<file path="src/hw/rtl/vrpa_pkg.sv">
// ----------------------------------------------------------------------------
// vrpa_pkg
// Shared types and constants for the protected pixel access unit.
// ----------------------------------------------------------------------------
package vrpa_pkg;

  typedef enum logic [2:0] {
    OP_VRAM_WR = 3'd0,
    OP_BM_RD   = 3'd1,
    OP_BM_WR   = 3'd2,
    OP_LATCH_WR = 3'd3,
    OP_CTL_WR  = 3'd4,
    OP_TBL_LD  = 3'd5
  } op_e;

  typedef enum logic [1:0] {
    KIND_NONE  = 2'd0,
    KIND_WRITE = 2'd1,
    KIND_READ  = 2'd2
  } kind_e;

  localparam int unsigned VRAM_ROWS  = 16384;
  localparam int unsigned OFF_W      = $clog2(VRAM_ROWS);
  localparam int unsigned TBL_DEPTH  = 256;
  localparam int unsigned TBL_IDX_W  = $clog2(TBL_DEPTH);
  localparam int unsigned Q_DEPTH    = 2;
  localparam int unsigned Q_PTR_W    = (Q_DEPTH > 1) ? $clog2(Q_DEPTH) : 1;
  localparam int unsigned Q_CNT_W    = $clog2(Q_DEPTH + 1);

  // one classified access, handed from front to back
  typedef struct packed {
    kind_e              kind;
    logic [OFF_W-1:0]   off;
    logic [7:0]         data;
    logic [1:0]         sel;   // x latch bits 1:0 for bit-mode reads
    logic [3:0]         wp;    // write-protect mask from the table
  } acc_t;

endpackage

</file>
<file path="src/hw/rtl/vrpa_front.sv">
// ----------------------------------------------------------------------------
// vrpa_front
// Accepts accesses, owns latches, control bits and the protect table, and
// turns each access into a classified entry, writes with their protect mask.
// ----------------------------------------------------------------------------
module vrpa_front
  import vrpa_pkg::*;
(
  input  logic        clk_i,
  input  logic        rst_ni,
  input  logic        in_valid_i,
  output logic        in_ready_o,
  input  logic [2:0]  opcode_i,
  input  logic [15:0] address_i,
  input  logic [7:0]  write_data_i,
  input  logic        full_i,
  output logic        push_o,
  output acc_t        entry_o
);

  logic [7:0]           x_q, y_q;
  logic [7:0]           ctl_q;
  logic                 f_valid_q;
  kind_e                f_kind_q;
  logic [OFF_W-1:0]     f_off_q;
  logic [7:0]           f_data_q;
  logic [1:0]           f_sel_q;
  logic [3:0]           tbl_mem [TBL_DEPTH];
  logic [3:0]           tbl_rdata_q;

  logic                 accept;
  kind_e                kind;
  logic [15:0]          wa;
  logic [OFF_W-1:0]     off;
  logic [7:0]           data;
  logic                 bmode;
  logic [1:0]           pix;
  logic [OFF_W-1:0]     bm_off;
  logic [TBL_IDX_W-1:0] idx;

  assign push_o     = f_valid_q & ~full_i;
  assign in_ready_o = ~f_valid_q | push_o;
  assign accept     = in_valid_i & in_ready_o;
  assign bm_off     = {y_q, x_q[7:2]};

  always_comb begin
    kind  = KIND_NONE;
    wa    = address_i;
    off   = address_i[OFF_W-1:0];
    data  = write_data_i;
    bmode = 1'b0;
    pix   = 2'b00;
    case (op_e'(opcode_i))
      OP_VRAM_WR, OP_LATCH_WR: begin
        kind = KIND_WRITE;
      end
      OP_BM_RD: begin
        kind = KIND_READ;
        off  = bm_off;
        pix  = x_q[1:0];
      end
      OP_BM_WR: begin
        kind  = KIND_WRITE;
        wa    = {{(16-OFF_W){1'b0}}, bm_off};
        off   = bm_off;
        data  = {write_data_i[3:0], write_data_i[3:0]};
        bmode = 1'b1;
        pix   = x_q[1:0];
      end
      default: begin
        kind = KIND_NONE;
      end
    endcase
    idx = {bmode, ctl_q[4], ctl_q[6], wa[15:12] != 4'h4, wa[13:11] == 3'b000,
           wa[10:9] == 2'b11, pix};
  end

  always_ff @(posedge clk_i or negedge rst_ni) begin
    if (!rst_ni) begin
      x_q       <= '0;
      y_q       <= '0;
      ctl_q     <= '0;
      f_valid_q <= 1'b0;
      f_kind_q  <= KIND_NONE;
    end else begin
      if (accept) begin
        f_valid_q <= 1'b1;
        f_kind_q  <= kind;
        case (op_e'(opcode_i))
          OP_BM_RD, OP_BM_WR: begin
            if (!ctl_q[0]) x_q <= x_q + 8'd1;
            if (!ctl_q[1]) y_q <= y_q + 8'd1;
          end
          OP_LATCH_WR: begin
            if (address_i[0]) y_q <= write_data_i;
            else              x_q <= write_data_i;
          end
          OP_CTL_WR: begin
            ctl_q[address_i[2:0]] <= write_data_i[7];
          end
          default: begin
          end
        endcase
      end else if (push_o) begin
        f_valid_q <= 1'b0;
      end
    end
  end

  always_ff @(posedge clk_i) begin
    if (accept) begin
      f_off_q  <= off;
      f_data_q <= data;
      f_sel_q  <= pix;
    end
  end

  // protect table: one write or one registered read per cycle
  always_ff @(posedge clk_i) begin
    if (accept && op_e'(opcode_i) == OP_TBL_LD) begin
      tbl_mem[address_i[TBL_IDX_W-1:0]] <= write_data_i[3:0];
    end
    if (accept && kind == KIND_WRITE) begin
      tbl_rdata_q <= tbl_mem[idx];
    end
  end

  assign entry_o = '{kind: f_kind_q, off: f_off_q, data: f_data_q,
                     sel: f_sel_q, wp: tbl_rdata_q};

endmodule

</file>
<file path="config.mk">
export PLATFORM = sky130hd
export DESIGN_NAME = vrpa_front
export DESIGN_NICKNAME = d
export VERILOG_FILES = /design/src/hw/rtl/vrpa_pkg.sv /design/src/hw/rtl/vrpa_front.sv
export SDC_FILE = /design/constraint.sdc
export NUM_CORES = 1
export LEC_CHECK = 0
export ABC_AREA = 1
export ABC_CLOCK_PERIOD_IN_PS = 2900
export BUFFER_PORTS_ARGS = -buffer_cell sky130_fd_sc_hd__buf_2
export CAP_MARGIN = 5
export CORE_MARGIN = 8
export CORE_UTILIZATION = 30
export DETAILED_ROUTE_END_ITERATION = 8
export REMOVE_ABC_BUFFERS = 1
export SYNTH_ARGS = -nofsm -noshare
export SYNTH_HDL_FRONTEND = slang
export SYNTH_SLANG_ARGS = --single-unit
</file>
<file path="constraint.sdc">
create_clock -name clk_i -period 2.9 [get_ports clk_i]
set_input_delay 0.29 -clock clk_i [delete_from_list [all_inputs] [get_ports clk_i]]
set_output_delay 0.29 -clock clk_i [all_outputs]
set_load 0.02 [all_outputs]
</file>
== Word-level counts from Yosys, hierarchy flattened ==
Memory sizes are Yosys's and may differ from the RTL's. A register that Yosys moved wholly into a read port is not among the register bits.
Index checks and enable logic that the tools add are counted.

* Flip-flop bits (word level): 51
* Bits in writable memories: 1,024
* Bits of input ports: 31
* Output and inout bits: 32
* Logic and storage cells: 61
* Memories kept: 1

* Add/subtract/negate cells: 2
* Magnitude comparators: 2
* Equal/unequal tests: 12
* Muxes and demuxes: 19
* Bitwise gates (word level): 5
* Reduce and logical (&&, ||, !) cells: 12

{| class="wikitable"
|+ Memory list
! name !! words !! bits a word !! rd ports !! clocked after memory_dff !! wr ports !! line !! source
|-
| tbl_mem || 256 || 4 || 1 || 1 || 1 || vrpa_front.sv:28 || <nowiki>logic [3:0] tbl_mem [TBL_DEPTH];</nowiki>
|}

{| class="wikitable"
|+ Operators by type and width
! operator !! count
|-
| two-way mux 8 bit || 5
|-
| case mux 8 bit (2 select lines) || 2
|-
| adder 8 x 1 -> 8 bit, second input constant || 2
|-
| two-way mux 16 bit || 1
|-
| two-way mux 14 bit || 1
|-
| bitwise mux 8 bit || 1
|-
| inequality test 2 bit, second input constant || 4
|-
| AND reduction 4 bit || 2
|-
| == test 3 x 2 -> 1 bit, second input constant || 2
|-
| == test 3 bit, second input constant || 2
|-
| zero test 3 bit || 2
|-
| two-way mux 1 bit || 6
|-
| less-than comparator 3 x 4 -> 1 bit, second input constant || 1
|-
| inequality test 4 x 3 -> 1 bit, second input constant || 1
|-
| case mux 2 bit (2 select lines) || 1
|-
| nonzero test 2 bit || 2
|-
| demux 1 bit (select 3 bit) || 1
|-
| == test 3 x 1 -> 1 bit, second input constant || 1
|-
| greater-or-equal comparator 3 x 1 -> 1 bit, second input constant || 1
|-
| logical AND 1 bit || 3
|-
| OR reduction 3 bit || 1
|-
| AND 1 bit || 2
|-
| == test 2 x 1 -> 1 bit, second input constant || 1
|-
| == test 2 bit, second input constant || 1
|-
| other kinds (5) || 6
|}

== Logic depth before layout (Yosys ltp) ==
* Depth in word-level cells: 7
* Depth in mapped cells: 16
* Mapped depth without buffers: 15

== Least setup slack after synthesis ==
No wires, ideal clock.

* Path type: reg2reg
* Start: register f_valid_q
* End: memory tbl_mem[102][0], enable pin
* Setup time: 0.329 ns
* Data arrival time: 2.477 ns
* Data required time: 2.571 ns
* Setup slack: 0.094 ns
* Stages on the path, launching flop included: 9
* Path buffers: 1
* Period minus slack after synthesis: 2.806 ns
* Path through: dfrtp_1 -> nand2_1 -> nand2_1 -> inv_1 -> nand3_1 -> nor3_1 -> nand2_1 -> clkbuf_1 -> nor2_1

* Word-level cells in the longest chain between the ends: 6
* Elaborated cells on any way between the ends: 7
* Those cells by class: 2 x mux; 4 x bitwise; 1 x reduce/logical

{| class="wikitable"
|+ RTL lines
! what !! line !! source
|-
| start: declaration || vrpa_front.sv:23 || <nowiki>logic f_valid_q;</nowiki>
|-
| start signal: assignment || vrpa_front.sv:83 || <nowiki>f_valid_q <= 1'b0;</nowiki>
|-
| start signal: assignment || vrpa_front.sv:87 || <nowiki>f_valid_q <= 1'b1;</nowiki>
|-
| start signal: assignment || vrpa_front.sv:105 || <nowiki>f_valid_q <= 1'b0;</nowiki>
|-
| AND 1 bit / NOT 1 bit (equally long branches) || vrpa_front.sv:41, vrpa_front.sv:42 ||
|-
| OR 1 bit (*) || vrpa_front.sv:42 || <nowiki>assign in_ready_o = ~f_valid_q | push_o;</nowiki>
|-
| via in_ready_o || vrpa_front.sv:12 || <nowiki>output logic in_ready_o,</nowiki>
|-
| AND 1 bit (*) || vrpa_front.sv:43 || <nowiki>assign accept = in_valid_i & in_ready_o;</nowiki>
|-
| via accept || vrpa_front.sv:31 || <nowiki>logic accept;</nowiki>
|-
| logical AND 1 bit (*) || vrpa_front.sv:120 || <nowiki>if (accept && op_e'(opcode_i) == OP_TBL_LD) begin</nowiki>
|-
| two-way mux 1 bit (*) || vrpa_front.sv:120 ||
|-
| two-way mux 1 bit (implied by the code) (*) || vrpa_front.sv:121 || <nowiki>tbl_mem[address_i[TBL_IDX_W-1:0]] <= write_data_i[3:0];</nowiki>
|-
| end: declaration || vrpa_front.sv:28 ||
|}

The timed path passes the listed nets; every way through them passes the cells marked *.

== Worst setup path after layout ==
* Start: register x_q[0]
* End: register tbl_rdata_q[1] (read register of tbl_mem), data pin

* Word-level cells in the longest chain between the ends: 1

{| class="wikitable"
|+ RTL lines
! what !! line !! source
|-
| start: declaration || vrpa_front.sv:21 || <nowiki>logic [7:0] x_q, y_q;</nowiki>
|-
| start signal: assignment || vrpa_front.sv:91 || <nowiki>if (!ctl_q[0]) x_q <= x_q + 8'd1;</nowiki>
|-
| start signal: assignment || vrpa_front.sv:96 || <nowiki>else x_q <= write_data_i;</nowiki>
|-
| two-way mux 2 bit || vrpa_front.sv:53 || <nowiki>case (op_e'(opcode_i))</nowiki>
|-
| end: declaration || vrpa_front.sv:29 || <nowiki>logic [3:0] tbl_rdata_q;</nowiki>
|}

No other way between the ends.
A chain may end at the register's enable or synchronous reset.

==> impl_metrics.ini <==
[cts]
clkTransAtPathRegs_ns = 0.06
cts_root_buffer = clkbuf_16
clock_sinks = 1075
cts_buffer_depth = 3
cts_tree = built
cts_buffers = 111
clk_latency_ns = 0.69
htree_num_levels = 3

[floorplan]
die_h_um = 417.2
coreArea_um2 = 160200
initial_core_util_pct = 30.15
dieWidth_um = 417.2
die_area_um2 = 174100
core.rowCount = 147
ios = 63

[power]
total_power_mw = 37.70
peakVddDrop_mv = 0.4800
power_density_nw_per_um2 = 673.2
leakage_nw = 21.24

[yosys]
synth-edff-count = 1052
async_reset_ff_share_pct = 2.140
avgSynthCellArea_um2 = 10.65
yosys_warnings = 0
synth_seq_cells = 1075
synth.distinct_cells = 35
netlist_top_cells_area = edfxtp_1 (65%), nand3_1 (10%), nand2_1 (5.6%)
netlist_area_um2 = 48300
syn_inst = 4533
synth_top_area_share_pct = 65.41
yosys.area.top_type = edfxtp_1
synth_flop_cell = edfxtp_1
yosysMostFrequentCell = edfxtp_1
synthTopCellsByCount = edfxtp_1 (1052), nand3_1 (1005), nand2_1 (716)
ys_seq_area_share_pct = 66.60

[global_route]
grt_max_degree = 103
overflow = 0
grt_pass1_vias = 33534
antenna_found_initial = 4
grtUsageTotal_pct = 15.36
grt_pass1_wl_um = 207400

[timing]
hold_violations = 0
fin_skew_ns = 0.02203
fin_hold_ws_ns = 0.06329
slew_headroom_pct = 37.19
max_freq_mhz = 350.5
setup_viol_count_final = 0
rsz0062_at_grt = no
period_share_pct = 98.39
worst_pin_slew_ns = 0.9387
slew_violations = 0
final.setup.worst_slack_ns = 0.04661
fin_crit_ns = 2.853

[detailed_routing]
drc = 0
vias = 33983
wire_per_inst_um = 20.16
dr.pass1.iters = 6
routed_wl_um = 138600
drt_iter0_drc = 3323
drtAntennaViolNets = 0
via_per_inst = 4.942

[setup_path]
crit_buf_inv = 3
arrival_ns = 3.30
critPathTopFamily = simple AND/OR/NAND/NOR gates
cpMostUsedCell = nand3_1
critPathSlowestCell = dfrtp_4
crit_path_end_kind = flip-flop
cp.required_ns = 3.34
r2r_cells = 12
worst_setup_path_start_kind = flip-flop
r2r-start = x_q[0]
cp_max_fo = 47
max_stage_delay_ns = 0.61
timing.rr.end = tbl_rdata_q[1]
r2r_slack_ns = 0.05
cp_cell_sequence = buf_16, buf_12, buf_4, nand3b_1, nand3_1, nand3_1, nand3_1, nand3_1, nand3_2, nand3_1, nand3_1, nand2_1
crit_type = reg2reg

[finish]
fin_util_pct = 34.96
area_growth_pct = 15.94
fillCellCount = 15802
drive_gt1_share_pct = 10.13
final_nets = 4648
final_cells = 6876

[worst_hold_path]
hold_end = f_off_q[4]
min_path_type = in2reg
hold_depth = 3
hold_start = address_i[4]

[place]
port_buffers = 62
dp_hpwl_um = 84560
pre_cts_ws_ns = -0.4840
place.gp.congestion = 0.8812
dp.cells = 6642

[run]
cap_violations = 0

[status]
status = completed
## cell type report
class,instances,area (um2),share of cell area [%]
sequential,1075,32170,57.45
multi-input combinational,2541,12390,22.12
clock buffer,133,2945,5.260
timing repair buffer,269,2705,4.831
tap,2160,2703,4.826
inverter,617,2330,4.160
clock inverter,76,745.7,1.332
antenna,5,12.51,0.02234
## worst reg2reg max path: stages (launching register included)
cell      delay [ns]
dfrtp_4         0.61
buf_16          0.30
buf_12          0.29
buf_4           0.24
nand3b_1        0.09
nand3_1         0.10
nand3_1         0.10
nand3_1         0.11
nand3_1         0.13
nand3_2         0.18
nand3_1         0.26
nand3_1         0.16
nand2_1         0.05
## metal layers
layer  vias up  GRT usage, %  wire length, um
li1      15618             -                -
met1     16640         20.00            56760
met2      1454         25.31            64660
met3       271         2.867            11620
met4         0         6.078             5594
met5         -             0                0
## per-stage QoR
stage          TNS [ns]  cell area (um2)
2_1_floorplan   -154.78            46780
3_3_place_gp     -1.746            51990
3_5_place_dp     -1.702            51990
4_1_cts               0            55910
5_1_grt               0            56000
6_report              0            56000
## sequential cells by signal, summed over array words and instances, names as in the netlist
signal       cells
tbl_mem       1024
f_off_q         14
f_data_q         8
x_q              8
y_q              8
ctl_q            4
tbl_rdata_q      4
f_kind_q         2
f_sel_q          2
f_valid_q        1
## power breakdown
group	switching [mW]	leakage (nW)	internal [mW]
registers	0.172	9.74	17.2
logic	4.07	9.71	1.81
clock network	6.06	1.78	8.40
total	10.3	21.2	27.4
## logic make-up (layout without fill, tap and decap cells)
kind of cell    Yosys count  in the layout  share of synthesized area, %
buf+inv                 917           1095                         7.935
flops                  1075           1075                         66.60
xor+xnor                  4              4                       0.07255
simple gates           2412           2412                         23.93
fa+ha+maj                 2              2                       0.05180
other cells               0              5                             0
compound gates          123            123                         1.414
## how the worst max path moves through the flow
stage,from,to,slack (ns),cells after the start
floorplan,x_q[0],tbl_rdata_q[3],-11.68,11
global placement,opcode_i[2],tbl_rdata_q[1],-0.51,17
detailed placement,opcode_i[2],tbl_rdata_q[1],-0.48,17
CTS,x_q[0],tbl_rdata_q[1],0.01,12
global route,x_q[0],tbl_rdata_q[2],0.009,12
finish,x_q[0],tbl_rdata_q[1],0.05,12
## cells in the final DEF (no fill, tap or decap), types with 3 or more instances in the layout
| master | synthesis | layout |
|---|---|---|
| o2111ai_1 | 9 | 9 |
| xor2_1 | 3 | 3 |
| nand3b_1 | 300 | 300 |
| nand3_1 | 1005 | 999 |
| clkbuf_8 | 0 | 4 |
| o21ai_1 | 45 | 45 |
| nor2_1 | 348 | 348 |
| edfxtp_1 | 1052 | 1052 |
| diode_2 | 0 | 5 |
| buf_4 | 46 | 133 |
| inv_6 | 0 | 3 |
| clkinv_4 | 0 | 3 |
| clkbuf_16 | 0 | 116 |
| inv_1 | 609 | 608 |
| buf_16 | 0 | 3 |
| clkinvlp_4 | 0 | 14 |
| o21ai_0 | 49 | 49 |
| nand2_8 | 0 | 4 |
| nor3_1 | 7 | 7 |
| buf_2 | 142 | 58 |
| or2_2 | 26 | 26 |
| nand3_2 | 2 | 8 |
| dlygate4sd3_1 | 0 | 16 |
| a31oi_1 | 6 | 6 |
| clkbuf_1 | 98 | 18 |
| clkinv_2 | 0 | 26 |
| a21oi_1 | 6 | 6 |
| clkinv_1 | 0 | 17 |
| nand2_1 | 716 | 716 |
| inv_2 | 7 | 6 |
| dfrtp_1 | 23 | 22 |
| bufinv_16 | 0 | 13 |
| buf_12 | 0 | 53 |
## repair_timing
action	in CTS	in global routing
gates cloned	1	1
gates resized for setup	4	6
setup buffers	2	1
endpoints found under the hold margin	44	0
setup endpoints to repair	4	4
hold buffers	16	0
Power figures use the tool's default switching activity.
