### config.mk
export PLATFORM = sky130hd
export DESIGN_NAME = vrpa_queue
export DESIGN_NICKNAME = d
export VERILOG_FILES = /design/src/hw/rtl/vrpa_pkg.sv /design/src/hw/rtl/vrpa_queue.sv
export SDC_FILE = /design/constraint.sdc
export NUM_CORES = 1
export LEC_CHECK = 0
export BUFFER_PORTS_ARGS = -buffer_cell sky130_fd_sc_hd__buf_2
export CAP_MARGIN = 25
export CORE_MARGIN = 1
export CORE_UTILIZATION = 35
export DETAILED_ROUTE_END_ITERATION = 8
export GPL_ROUTABILITY_DRIVEN = 0
export PLACE_DENSITY = 0.67
export SLEW_MARGIN = 20
export SYNTH_ARGS = -nofsm -noshare
export SYNTH_HDL_FRONTEND = slang
export SYNTH_SLANG_ARGS = --single-unit
export TNS_END_PERCENT = 20
### constraint.sdc
create_clock -name clk_i -period 4.9 [get_ports clk_i]
set_input_delay 0.735 -clock clk_i [delete_from_list [all_inputs] [get_ports clk_i]]
set_output_delay 0.735 -clock clk_i [all_outputs]
set_load 0.02 [all_outputs]
### src/hw/rtl/vrpa_pkg.sv
// ----------------------------------------------------------------------------
// vrpa_pkg
// Shared types and constants for the protected pixel access unit.
// ----------------------------------------------------------------------------
package vrpa_pkg;

  typedef enum logic [2:0] {
    OP_VRAM_WR = 3'd0,
    OP_BM_RD   = 3'd1,
    OP_BM_WR   = 3'd2,
    OP_LATCH_WR = 3'd3,
    OP_CTL_WR  = 3'd4,
    OP_TBL_LD  = 3'd5
  } op_e;

  typedef enum logic [1:0] {
    KIND_NONE  = 2'd0,
    KIND_WRITE = 2'd1,
    KIND_READ  = 2'd2
  } kind_e;

  localparam int unsigned VRAM_ROWS  = 16384;
  localparam int unsigned OFF_W      = $clog2(VRAM_ROWS);
  localparam int unsigned TBL_DEPTH  = 256;
  localparam int unsigned TBL_IDX_W  = $clog2(TBL_DEPTH);
  localparam int unsigned Q_DEPTH    = 2;
  localparam int unsigned Q_PTR_W    = (Q_DEPTH > 1) ? $clog2(Q_DEPTH) : 1;
  localparam int unsigned Q_CNT_W    = $clog2(Q_DEPTH + 1);

  // one classified access, handed from front to back
  typedef struct packed {
    kind_e              kind;
    logic [OFF_W-1:0]   off;
    logic [7:0]         data;
    logic [1:0]         sel;   // x latch bits 1:0 for bit-mode reads
    logic [3:0]         wp;    // write-protect mask from the table
  } acc_t;

endpackage

### src/hw/rtl/vrpa_queue.sv
// ----------------------------------------------------------------------------
// vrpa_queue
// Short FIFO of classified accesses between front and back.
// ----------------------------------------------------------------------------
module vrpa_queue
  import vrpa_pkg::*;
(
  input  logic clk_i,
  input  logic rst_ni,
  input  logic push_i,
  input  acc_t entry_i,
  output logic full_o,
  input  logic pop_i,
  output logic valid_o,
  output acc_t entry_o
);

  acc_t               mem_q [Q_DEPTH];
  logic [Q_PTR_W-1:0] wr_ptr_q, rd_ptr_q;
  logic [Q_CNT_W-1:0] cnt_q;
  logic               do_push, do_pop;

  assign full_o  = cnt_q == Q_CNT_W'(Q_DEPTH);
  assign valid_o = cnt_q != '0;
  assign entry_o = mem_q[rd_ptr_q];
  assign do_push = push_i & ~full_o;
  assign do_pop  = pop_i & valid_o;

  always_ff @(posedge clk_i or negedge rst_ni) begin
    if (!rst_ni) begin
      wr_ptr_q <= '0;
      rd_ptr_q <= '0;
      cnt_q    <= '0;
    end else begin
      if (do_push) begin
        wr_ptr_q <= (wr_ptr_q == Q_PTR_W'(Q_DEPTH - 1)) ? '0 : wr_ptr_q + 1'b1;
      end
      if (do_pop) begin
        rd_ptr_q <= (rd_ptr_q == Q_PTR_W'(Q_DEPTH - 1)) ? '0 : rd_ptr_q + 1'b1;
      end
      if (do_push && !do_pop)      cnt_q <= cnt_q + 1'b1;
      else if (!do_push && do_pop) cnt_q <= cnt_q - 1'b1;
    end
  end

  always_ff @(posedge clk_i) begin
    if (do_push) mem_q[wr_ptr_q] <= entry_i;
  end

endmodule

=== Word-level counts from Yosys, hierarchy flattened ===
Memory sizes are Yosys's and may differ from the RTL's.
Index checks and enable logic that the tools add are counted.
W data, S select, Z words.

* Output and inout port bits: 32
* Bits of input ports: 34
* Memories kept: 1
* Word-level logic and storage cells: 24
* Memory bits (writable): 60
* Register bits: 4

* Reductions and logical operators: 6
* Mux-type cells: 6
* Bitwise gates (word level): 3
* Equal/unequal tests: 1
* $add $sub $neg: 4

{| class="wikitable"
|+ Memories
! name !! words !! width !! read ports !! clocked after Yosys merged registers in !! write ports !! RTL line !! source
|-
| mem_q || 2 || 30 || 1 || 0 || 1 || vrpa_queue.sv:18 || <nowiki>acc_t mem_q [Q_DEPTH];</nowiki>
|}

{| class="wikitable"
|+ Operators with widths
! kind !! number
|-
| $mux W1 || 4
|-
| $mux W2 || 2
|-
| $reduce_bool A2 Y1 || 2
|-
| $add A1 B1 Y1 const B || 2
|-
| $add A2 B1 Y2 const B || 1
|-
| $and A1 B1 Y1 || 2
|-
| $eq A2 B2 Y1 const B || 1
|-
| $logic_and A1 B1 Y1 || 2
|-
| $logic_not A1 Y1 || 2
|-
| $sub A2 B1 Y2 const B || 1
|-
| $not A1 Y1 || 1
|}

=== Depth between registers and ports, before layout ===
Gate-level depths: netlist of the first run.

* Word-level depth: 7
* Depth in mapped cells: 7
* Depth with buffers taken out: 7

=== Worst setup path after synthesis of the first run ===
Ideal clock, no wire load.

* Kind: input port to flip-flop
* Start point: input port push_i
* End point: memory mem_q[0][0] (netlist bit), enable pin
* Path buffers: 0
* Setup slack: 2,387 ps
* Library setup time: 417 ps
* Stages on the path: 2
* Data arrival time: 2,096 ps
* Data required time: 4,483 ps
* Cell sequence: nand2_1 -> nor2_1

* Longest elaborated chain between the ends: 3

{| class="wikitable"
|+ RTL lines
! what !! RTL line !! source
|-
| start, declared || vrpa_queue.sv:10 || <nowiki>input logic push_i,</nowiki>
|-
| $and A1 B1 Y1 || vrpa_queue.sv:26 || <nowiki>assign do_push = push_i & ~full_o;</nowiki>
|-
| $mux W1 || vrpa_queue.sv:47 || <nowiki>if (do_push) mem_q[wr_ptr_q] <= entry_i;</nowiki>
|-
| $mux W1 (not written as such) || vrpa_queue.sv:47 ||
|-
| end, declared || vrpa_queue.sv:18 ||
|}

No other way between the ends.

==> run summary, run 1 <==
Post-route ant nets -> 0
Critical Path AT -> 1.93 ns
Core footprint -> 6459 sq um
Peak fanout along the critical path -> 18
Async set-or-reset flop fraction in the synthesized netlist -> 6.250%
Clock Pin Slew Worst Setup and Hold Paths -> 0.07 ns
Slowest cell on the critical path -> dfrtp_1
Layout Nets -> 222
GRT Residual Overflow -> 0
Starting density of the core -> 36.79%
# hold bufs at CTS -> 0
Biggest area consumer among synthesized cells -> edfxtp_1
Ys Warns -> 0
Post-synth EDFFs -> 60
Cell Area, Synth -> 2376 sq um
Fillers -> 589
Relative slew slack -> 41.10%
Avg Cell Area, Syn -> 21.21 sq um
Routed via count -> 1204
Wirelength, routed -> 3884 um
Row count -> 29
Global Route Usage Sum -> 11.86%
Total power -> 0.001797 W
Pwr dens -> 607.4 nW/um^2
Antenna Cells -> 0
Final Hold Fails -> 0
Leakage power -> 1.133 nW
Sequential area share after synthesis -> 80.04%
Top post-synthesis cells by count -> edfxtp_1, mux2_2, dfrtp_1
Max_cap viols -> 0
Clock period minus worst slack -> 2.661 ns
Worst slew pin tran -> 0.8814 ns
Clk sinks -> 64
Total buffers and inverters traversed by the critical path -> 2
Layout area overhead -> 24.49%
Die Height -> 84.40 um
Post-DP HPWL -> 2568 um
Main flop type after synthesis -> edfxtp_1
Vias in the first global route -> 1271
F_max -> 375.8 MHz
Final period util -> 54.31%
Layout cells sized above 1 -> 60.42%
Failing checks -> DRC
Flops & latches, synth -> 64
WL/cell -> 14.44 um
I/O pins -> 66
Pins over their slew limit -> 0
Final hold slack -> 0.1944 ns
R2r worst-path depth -> 3
DR iter-0 viols -> 45
Gate Count Post-Synth -> 112
Worst path top cell family by delay -> flip-flops
Largest net degree at the start of global routing -> 31
Max VDD drop -> 283.8 uV
Setup Skew -> 0.003801 ns
TNS Setup -> 0 ns
CTS tree -> yes
Post-CTS repair timing setup buffer count -> 0
Data required, critical path -> 4.16 ns
Critical path's largest stage delay -> 0.69 ns
Synth cell types -> 14
CTS resizes -> 0
Vias per cell -> 4.476
Final setup vio count -> 0
Area share of the largest cell type after synthesis -> 75.83%
CP Class -> reg2out
Port bufs -> 65
Drc violations -> 4
Syn_nets -> 147
Critical-path cell list -> buf_4 -> mux2_2 -> buf_2
Die W -> 84.40 um
Area after DPL -> 2786 sq um
Most frequent cell after synthesis -> edfxtp_1
CP Capture Type -> primary output
Clock tree buffer depth -> 2
Clk_lat worst skew -> 0.34 ns
Total CTS buffers -> 9
Initial antenna violation count -> 0
Worst Setup Start Kind -> register
First-pass GRT wire length -> 6016 um
Max H-tree Level -> 3
Largest cells by area after synthesis -> edfxtp_1, mux2_2, dfrtp_1
Final Cell Area -> 2958 sq um
CTS Root Cell -> clkbuf_8
Crit path depth -> 3
Die area -> 7123 sq um
Detailed Routing Iterations Pass 1 -> 5
RSZ-0062 raised after global routing -> no
Hold Path Class -> in2async
Outcome -> finished with violations
-- sequential cells by signal (all words and copies together), names as in the netlist --
register	count
cnt_q	2
mem_q	60
rd_ptr_q	1
wr_ptr_q	1
-- final cells by class --
class / count / area (sq um) / share of cell area, %
Sequential cell: 64 / 1902 / 64.30
Timing Repair Buffer: 67 / 340.3 / 11.51
Clock inverter: 7 / 47.55 / 1.607
Inverter: 2 / 7.507 / 0.2538
Clock buffer: 9 / 123.9 / 4.188
Multi-Input combinational cell: 43 / 440.4 / 14.89
Tap cell: 77 / 96.34 / 3.257
-- power by group --
part / internal (W) / switching (W)
clock: 0.000183 / 0.000204
combinational: 0.000249 / 0.000354
sequential: 0.000751 / 0.0000562
-- stage by stage --
stage | utilization [%] | worst slack, ns | instances
after CTS | 45.80 | 2.182 | 269
after global placement | 43.14 | 2.578 | 253
after detailed placement | 43.14 | 2.558 | 253
after global routing | 45.80 | 2.134 | 269
after floorplan | - | 2.387 | 112
final | 45.80 | 2.239 | 269
-- final timing paths --
| check | from | to | slack (ns) |
|---|---|---|---|
| worst max-delay path | rd_ptr_q | entry_o[28] | 2.24 |
| worst min-delay path | rst_ni | wr_ptr_q | 0.19 |
| worst max register to register | cnt_q[0] | mem_q[1][22] | 3.00 |
| worst min register to register | cnt_q[1] | cnt_q[1] | 0.50 |
| max in group asynchronous | rst_ni | rd_ptr_q | 4.58 |
| min in group clk_i | cnt_q[1] | cnt_q[1] | 0.50 |
-- per-layer routing --
metal  global-route usage [%]  up-vias  share of wire, %
li1                         -      586                 -
met1                    13.48      560                44
met2                    18.26       47                47
met3                    5.506       11               7.5
met4                    7.396        0               2.1
met5                        0        -                 0
-- cells by family (layout without fill, tap and decap cells) --
logic type / after synthesis / after routing / share of synthesized area (%)
flops: 64 / 64 / 80.04
mux: 30 / 30 / 14.22
simple gates: 7 / 7 / 1.633
xor+xnor: 5 / 5 / 1.843
buf+inv: 5 / 85 / 1.738
fa+ha+maj: 1 / 1 / 0.5265
-- cells in the final DEF, fill, tap and decap left out --
cell	Yosys	layout
buf_2	0	65
edfxtp_1	60	60
mux2_2	30	30
clkbuf_8	0	9
dfrtp_1	4	4
xnor2_1	3	3
clkinv_2	0	3
inv_1	2	2
xor2_1	2	2
clkinvlp_4	0	2
buf_4	0	2
or2_4	1	1
nand2b_1	1	1
nand2_1	1	1
nand2_2	1	1
and3_1	1	1
nor2_4	0	1
nor2_1	2	1
ha_1	1	1
inv_6	0	1
clkinv_4	0	1
Power figures use the tool's default switching activity.
==> run 2: changes to the inputs <==
- ABC_AREA: default -> 1
- PLACE_DENSITY: 0.67 -> 0.69
- clock period: 4.9 -> 2.4 ns (I/O delays scaled with it)
==> run 2 against run 1 <==
Compared with the run above: the flow still finishes with violations (DRC); register-to-register slack got worse by 2.3 ns; synthesized area grew 1.1%; sequential share of layout area down 1.0 points; critical path type unchanged.
==> run summary, run 2 <==
Wirelength, routed -> 4159 um
Async set-or-reset flop fraction in the synthesized netlist -> 6.250%
Ys Warns -> 0
Row count -> 29
WL/cell -> 12.09 um
Initial antenna violation count -> 0
Worst R2R End -> mem_q[0][28]
Post-route ant nets -> 0
Largest reg by FF count -> mem_q
Die Height -> 84.85 um
Pins over their slew limit -> 0
R2r worst-path depth -> 6
Area after DPL -> 2844 sq um
Main flop type after synthesis -> edfxtp_1
Critical path's largest stage delay -> 0.39 ns
CP Class -> reg2out
Critical-path cell list -> inv_2 -> nand2_1 -> nand2_1 -> buf_2
Cell Area, Synth -> 2402 sq um
Logic pwr share -> 37.9%
Peak fanout along the critical path -> 31
Final Cell Area -> 3007 sq um
Slowest cell on the critical path -> dfrtp_1
R2R Setup Slk -> 0.75 ns
Die area -> 7199 sq um
Post-synth EDFFs -> 60
Routed via count -> 1511
CP endpoint -> entry_o[3]
Biggest area consumer among synthesized cells -> edfxtp_1
Total internal power -> 0.002308 W
Leading cell type in the layout, fill and taps excluded -> nand2_1
Critical Path AT -> 1.45 ns
Sw Share -> 38.40%
Pwr dens -> 1246 nW/um^2
RSZ-0062 raised after global routing -> no
Synth cell types -> 14
Most used cell, CP -> nand2_1
Max reg flops -> 60
Layout area overhead -> 25.16%
Most used routing layer -> met2
Post-CTS repair timing setup buffer count -> 0
Largest cells by area after synthesis -> edfxtp_1, nand2_1, dfrtp_1
Data required, critical path -> 2.04 ns
Met3 usage -> 4.475%
Met1 Usage GRT -> 15.07%
Largest net degree at the start of global routing -> 32
Setup Skew -> 0.006031 ns
Total CTS buffers -> 9
Most frequent cell after synthesis -> nand2_1
Clock power share -> 19.6%
First-pass GRT wire length -> 6900 um
Worst Setup Start Kind -> register
Clk_lat worst skew -> 0.33 ns
Clock period minus worst slack -> 1.815 ns
Hold Path Class -> in2reg
Sequential power share -> 42.6%
Vias per cell -> 4.392
# hold bufs at CTS -> 1
Area share of the largest cell type after synthesis -> 75.00%
Max VDD drop -> 500.2 uV
Max_cap viols -> 0
I/O pins -> 66
Sw Pwr -> 0.001439 W
Worst slew pin tran -> 0.5020 ns
GRT Residual Overflow -> 0
Core footprint -> 6495 sq um
Biggest regs -> mem_q: 60 flops, cnt_q: 2 flops
Outcome -> finished with violations
Total power -> 0.003748 W
Post-DP HPWL -> 2761 um
Layout cells sized above 1 -> 32.21%
Final hold slack -> 0.2142 ns
Final setup vio count -> 0
Relative slew slack -> 66.48%
Clock Pin Slew Worst Setup and Hold Paths -> 0.07 ns
Sequential area share after synthesis -> 79.17%
CTS resizes -> 0
Detailed Routing Iterations Pass 1 -> 9
TNS Setup -> 0 ns
Crit. Startpoint -> rd_ptr_q
Grt met2 use -> 21.06%
CTS Root Cell -> clkbuf_8
Failing checks -> DRC
Top post-synthesis cells by count -> nand2_1, edfxtp_1, inv_1
Gate Count Post-Synth -> 188
Avg Cell Area, Syn -> 12.78 sq um
Final period util -> 75.62%
Antenna Cells -> 0
Global Route Usage Sum -> 13.13%
Clock tree buffer depth -> 2
Port bufs -> 65
Leakage power -> 1.332 nW
CP Capture Type -> primary output
Layout Nets -> 298
Fillers -> 587
CTS tree -> yes
Max H-tree Level -> 3
Syn_nets -> 223
F_max -> 551.0 MHz
Starting density of the core -> 36.99%
Final Hold Fails -> 0
Die W -> 84.85 um
Most frequent cells in the layout -> nand2_1, buf_2, edfxtp_1
Drc violations -> 5
DR iter-0 viols -> 59
Vias in the first global route -> 1520
Clk sinks -> 64
R2r startpoint -> cnt_q[1]
Flops & latches, synth -> 64
Core Util, Final -> 46.29%
-- run 2: changes by cell type in the layout (fill, tap and decap cells not counted), moves of 2 or more --
cell,delta
nand2_1,+99
mux2_2,-30
inv_1,+5
clkinv_1,+2
nand3_1,+2
nor2_2,+2
xnor2_1,-2
xor2_1,-2
-- run 2: logic make-up after synthesis --
logic type | Yosys count | synth area share, %
adder cells (fa/ha/maj) | 1 | 0.5208
XOR/XNOR | 1 | 0.3646
buffers and inverters | 14 | 2.500
AO/OA/AOI/OAI | 1 | 0.2081
flip-flops | 64 | 79.17
AND/OR/NAND/NOR | 107 | 17.24
-- run 2: per-stage QoR --
| stage | std cells | worst slack (ns) |
|---|---|---|
| after floorplan | 188 | 0.1167 |
| after global placement | 328 | 0.7995 |
| after detailed placement | 328 | 0.7550 |
| after CTS | 344 | 0.5130 |
| after global routing | 344 | 0.3802 |
| final | 344 | 0.5850 |
-- run 2: final cells by class --
class                   count  area (sq um)  area share (%)
clock buffers              10         127.6           4.245
flip-flops and latches     64          1902           63.25
multi-input cells         110         447.9           14.90
clock inverters             5         25.02          0.8323
repair buffers             70         377.9           12.57
inverters                   8         30.03          0.9988
well taps                  77         96.34           3.204
-- run 2: power groups by stage --
| stage | combinational (W) | clock (W) | sequential, W |
|---|---|---|---|
| final | 0.00142 | 0.000733 | 0.00160 |
| after global routing | 0.00158 | 0.000815 | 0.00162 |
| after detailed placement | 0.00145 | 0 | 0.00162 |
| after global placement | 0.00143 | 0 | 0.00161 |
| after CTS | 0.00146 | 0.000760 | 0.00160 |
| after floorplan | 0.000952 | 0 | 0.00162 |
-- run 2: metal layers --
layer  share of wire, %  wire (um)  up-vias
met5                  0          0        -
met4                1.7         70        0
met3                5.8        241        7
met2                 47       1971       41
met1                 45       1875      692
li1                   -          -      771
-- run 2: critical path, delay by kind of cell, from the launching register on --
family / cells / cell delay (ns)
buffers and inverters: 2 / 0.54
DFF: 1 / 0.39
and+or+nand+nor: 2 / 0.19
-- run 2: worst min-delay path by stage --
stage	from	to	slack, ns	depth (start not counted)
after floorplan	rst_ni	cnt_q[0]	0.06	0
after global placement	rst_ni	rd_ptr_q	0.17	1
after detailed placement	rst_ni	rd_ptr_q	0.18	1
after CTS	entry_i[19]	mem_q[0][19]	0.20	1
after global routing	entry_i[17]	mem_q[0][17]	0.20	1
final	entry_i[21]	mem_q[1][21]	0.21	1
==> run 3: changes to the inputs <==
- ABC_AREA: 1 -> 0
- PLACE_DENSITY: 0.69 -> 0.67
- clock period: 2.4 -> 1.8 ns (I/O delays scaled with it)
==> run 3 against run 2 <==
Compared with the run above: the flow still finishes with violations (DRC); clock power increased by 100%; global-route usage decreased by 1.3 points; setup slack got worse by 0.50 ns; die area decreased by 1.1%; combinational power increased by 28%; utilization increased by 1.7 points; critical path depth decreased by 1; critical endpoint is now entry_o[29]; count of clock-buffer cells in the layout decreased by 1; first-iteration DRC count decreased by 44%; wire length decreased by 6.4%; sequential power increased by 34%.
==> run summary, run 3 (synthesis results as in run 1) <==
R2r worst-path depth -> 7
Final period util -> 95.15%
F_max -> 583.9 MHz
Clock period minus worst slack -> 1.713 ns
Layout cells sized above 1 -> 60.71%
Max VDD drop -> 918.8 uV
Multi-input gate area -> 440.4 sq um
Die Height -> 84.40 um
R2R Setup Slk -> 0.29 ns
WHS Endpoint -> mem_q[0][1]
Most frequent cells in the layout -> buf_2, edfxtp_1, mux2_2
Largest net degree at the start of global routing -> 31
I/O pins -> 66
Clk_lat worst skew -> 0.33 ns
# hold bufs at CTS -> 1
Critical Path AT -> 1.44 ns
TNS Setup -> 0 ns
Routed via count -> 1245
Outcome -> finished with violations
Drc violations -> 4
Hold wc startpoint -> entry_i[1]
Wirelength, routed -> 3891 um
Register area -> 1902 sq um
Vias in the first global route -> 1314
Final Hold Fails -> 0
Relative slew slack -> 88.19%
Final non-filler cell total -> 273
Worst Setup Start Kind -> register
Clock power share -> 27.0%
Inst Count DP -> 256
Max H-tree Level -> 3
Layout area overhead -> 30.49%
Failing checks -> DRC
Most used routing layer -> met2
Port bufs -> 65
Initial antenna violation count -> 0
Worst Hold Depth -> 1
CP Capture Type -> primary output
First-pass GRT wire length -> 6078 um
Final setup vio count -> 0
Grt met2 use -> 19.30%
CTS resizes -> 0
Post-route ant nets -> 0
Die area -> 7123 sq um
Vias per cell -> 4.560
Detailed Routing Iterations Pass 1 -> 6
Clock tree buffer depth -> 2
Max_cap viols -> 0
Data required, critical path -> 1.53 ns
Final worst setup slack -> 0.08737 ns
Worst R2R End -> cnt_q[1]
Max reg flops -> 60
Sw Pwr -> 0.001692 W
Total internal power -> 0.003744 W
Core footprint -> 6459 sq um
Starting density of the core -> 36.79%
Pwr dens -> 1753 nW/um^2
Largest reg by FF count -> mem_q
Worst slew pin tran -> 0.1768 ns
Biggest regs -> mem_q: 60 flops, cnt_q: 2 flops
Worst slack at placement -> 0.2971 ns
Die W -> 84.40 um
DR iter-0 viols -> 33
Antenna Cells -> 0
CTS Root Cell -> clkbuf_8
Met1 Usage GRT -> 12.84%
RSZ-0062 raised after global routing -> no
Hold Path Class -> in2reg
GRT Residual Overflow -> 0
Total CTS buffers -> 9
Layout Nets -> 226
Sw Share -> 31.13%
Leading cell type in the layout, fill and taps excluded -> buf_2
CTS tree -> yes
Logic pwr share -> 33.4%
Sequential power share -> 39.5%
Core Util, Final -> 48.00%
Setup Skew -> 0.01007 ns
Crit. Startpoint -> rd_ptr_q
CP Class -> reg2out
Leakage power -> 1.198 nW
Global Route Usage Sum -> 11.78%
WL/cell -> 14.25 um
Clk sinks -> 64
Post-CTS repair timing setup buffer count -> 0
Fillers -> 582
Clock Pin Slew Worst Setup and Hold Paths -> 0.08 ns
Post-DP HPWL -> 2519 um
R2r startpoint -> cnt_q[0]
Peak fanout along the critical path -> 23
Pins over their slew limit -> 0
Row count -> 29
Met3 usage -> 5.605%
## run 3: cell count changes in the layout (fill, tap and decap cells not counted), moves of 3 or more
cell       previous run  this run
nand2_1             100         1
mux2_2                0        30
inv_1                 7         2
bufinv_16             0         3
## run 3: power groups by stage
stage / combinational [W] / clock [W] / sequential (W)
final: 0.00182 / 0.00147 / 0.00215
after global routing: 0.00195 / 0.00156 / 0.00218
after CTS: 0.00186 / 0.00151 / 0.00215
after detailed placement: 0.00184 / 0 / 0.00219
after global placement: 0.00184 / 0 / 0.00216
after floorplan: 0.00127 / 0 / 0.00217
## run 3: cell type report
class,instances,area share (%)
Sequential cell,64,61.34
Clock inverter,7,3.874
Clock buffer,9,3.995
Tap cell,77,3.107
Timing Repair Buffer,71,13.24
Multi-Input combinational cell,43,14.21
Inverter,2,0.2421
## run 3: worst max-delay path by stage
stage | endpoint | cells after the start
finish | entry_o[29] | 3
global route | entry_o[3] | 3
CTS | entry_o[29] | 3
detailed placement | cnt_q[1] | 7
global placement | cnt_q[1] | 7
floorplan | mem_q[1][0] | 2
## run 3: per-stage QoR
| step | power (W) | hold WS, ns | cell area (sq um) |
|---|---|---|---|
| after global placement | 0.004000 | 0.08758 | 2846 |
| after global routing | 0.005686 | 0.09857 | 3100 |
| after CTS | 0.005523 | 0.1020 | 3100 |
| after detailed placement | 0.004030 | 0.08593 | 2846 |
| final | 0.005435 | 0.1208 | 3100 |
| after floorplan | 0.003431 | -0.02559 | 2384 |
## run 3: layer usage
| metal | vias to the layer above | wire length [um] |
|---|---|---|
| li1 | 592 | - |
| met1 | 599 | 1484 |
| met2 | 49 | 2027 |
| met3 | 5 | 330 |
| met4 | 0 | 48 |
| met5 | - | 0 |
## run 3: critical path, cell delays in order (launching register included)
cell     delay (ns)
dfrtp_1        0.39
buf_12         0.20
mux2_2         0.36
buf_2          0.16
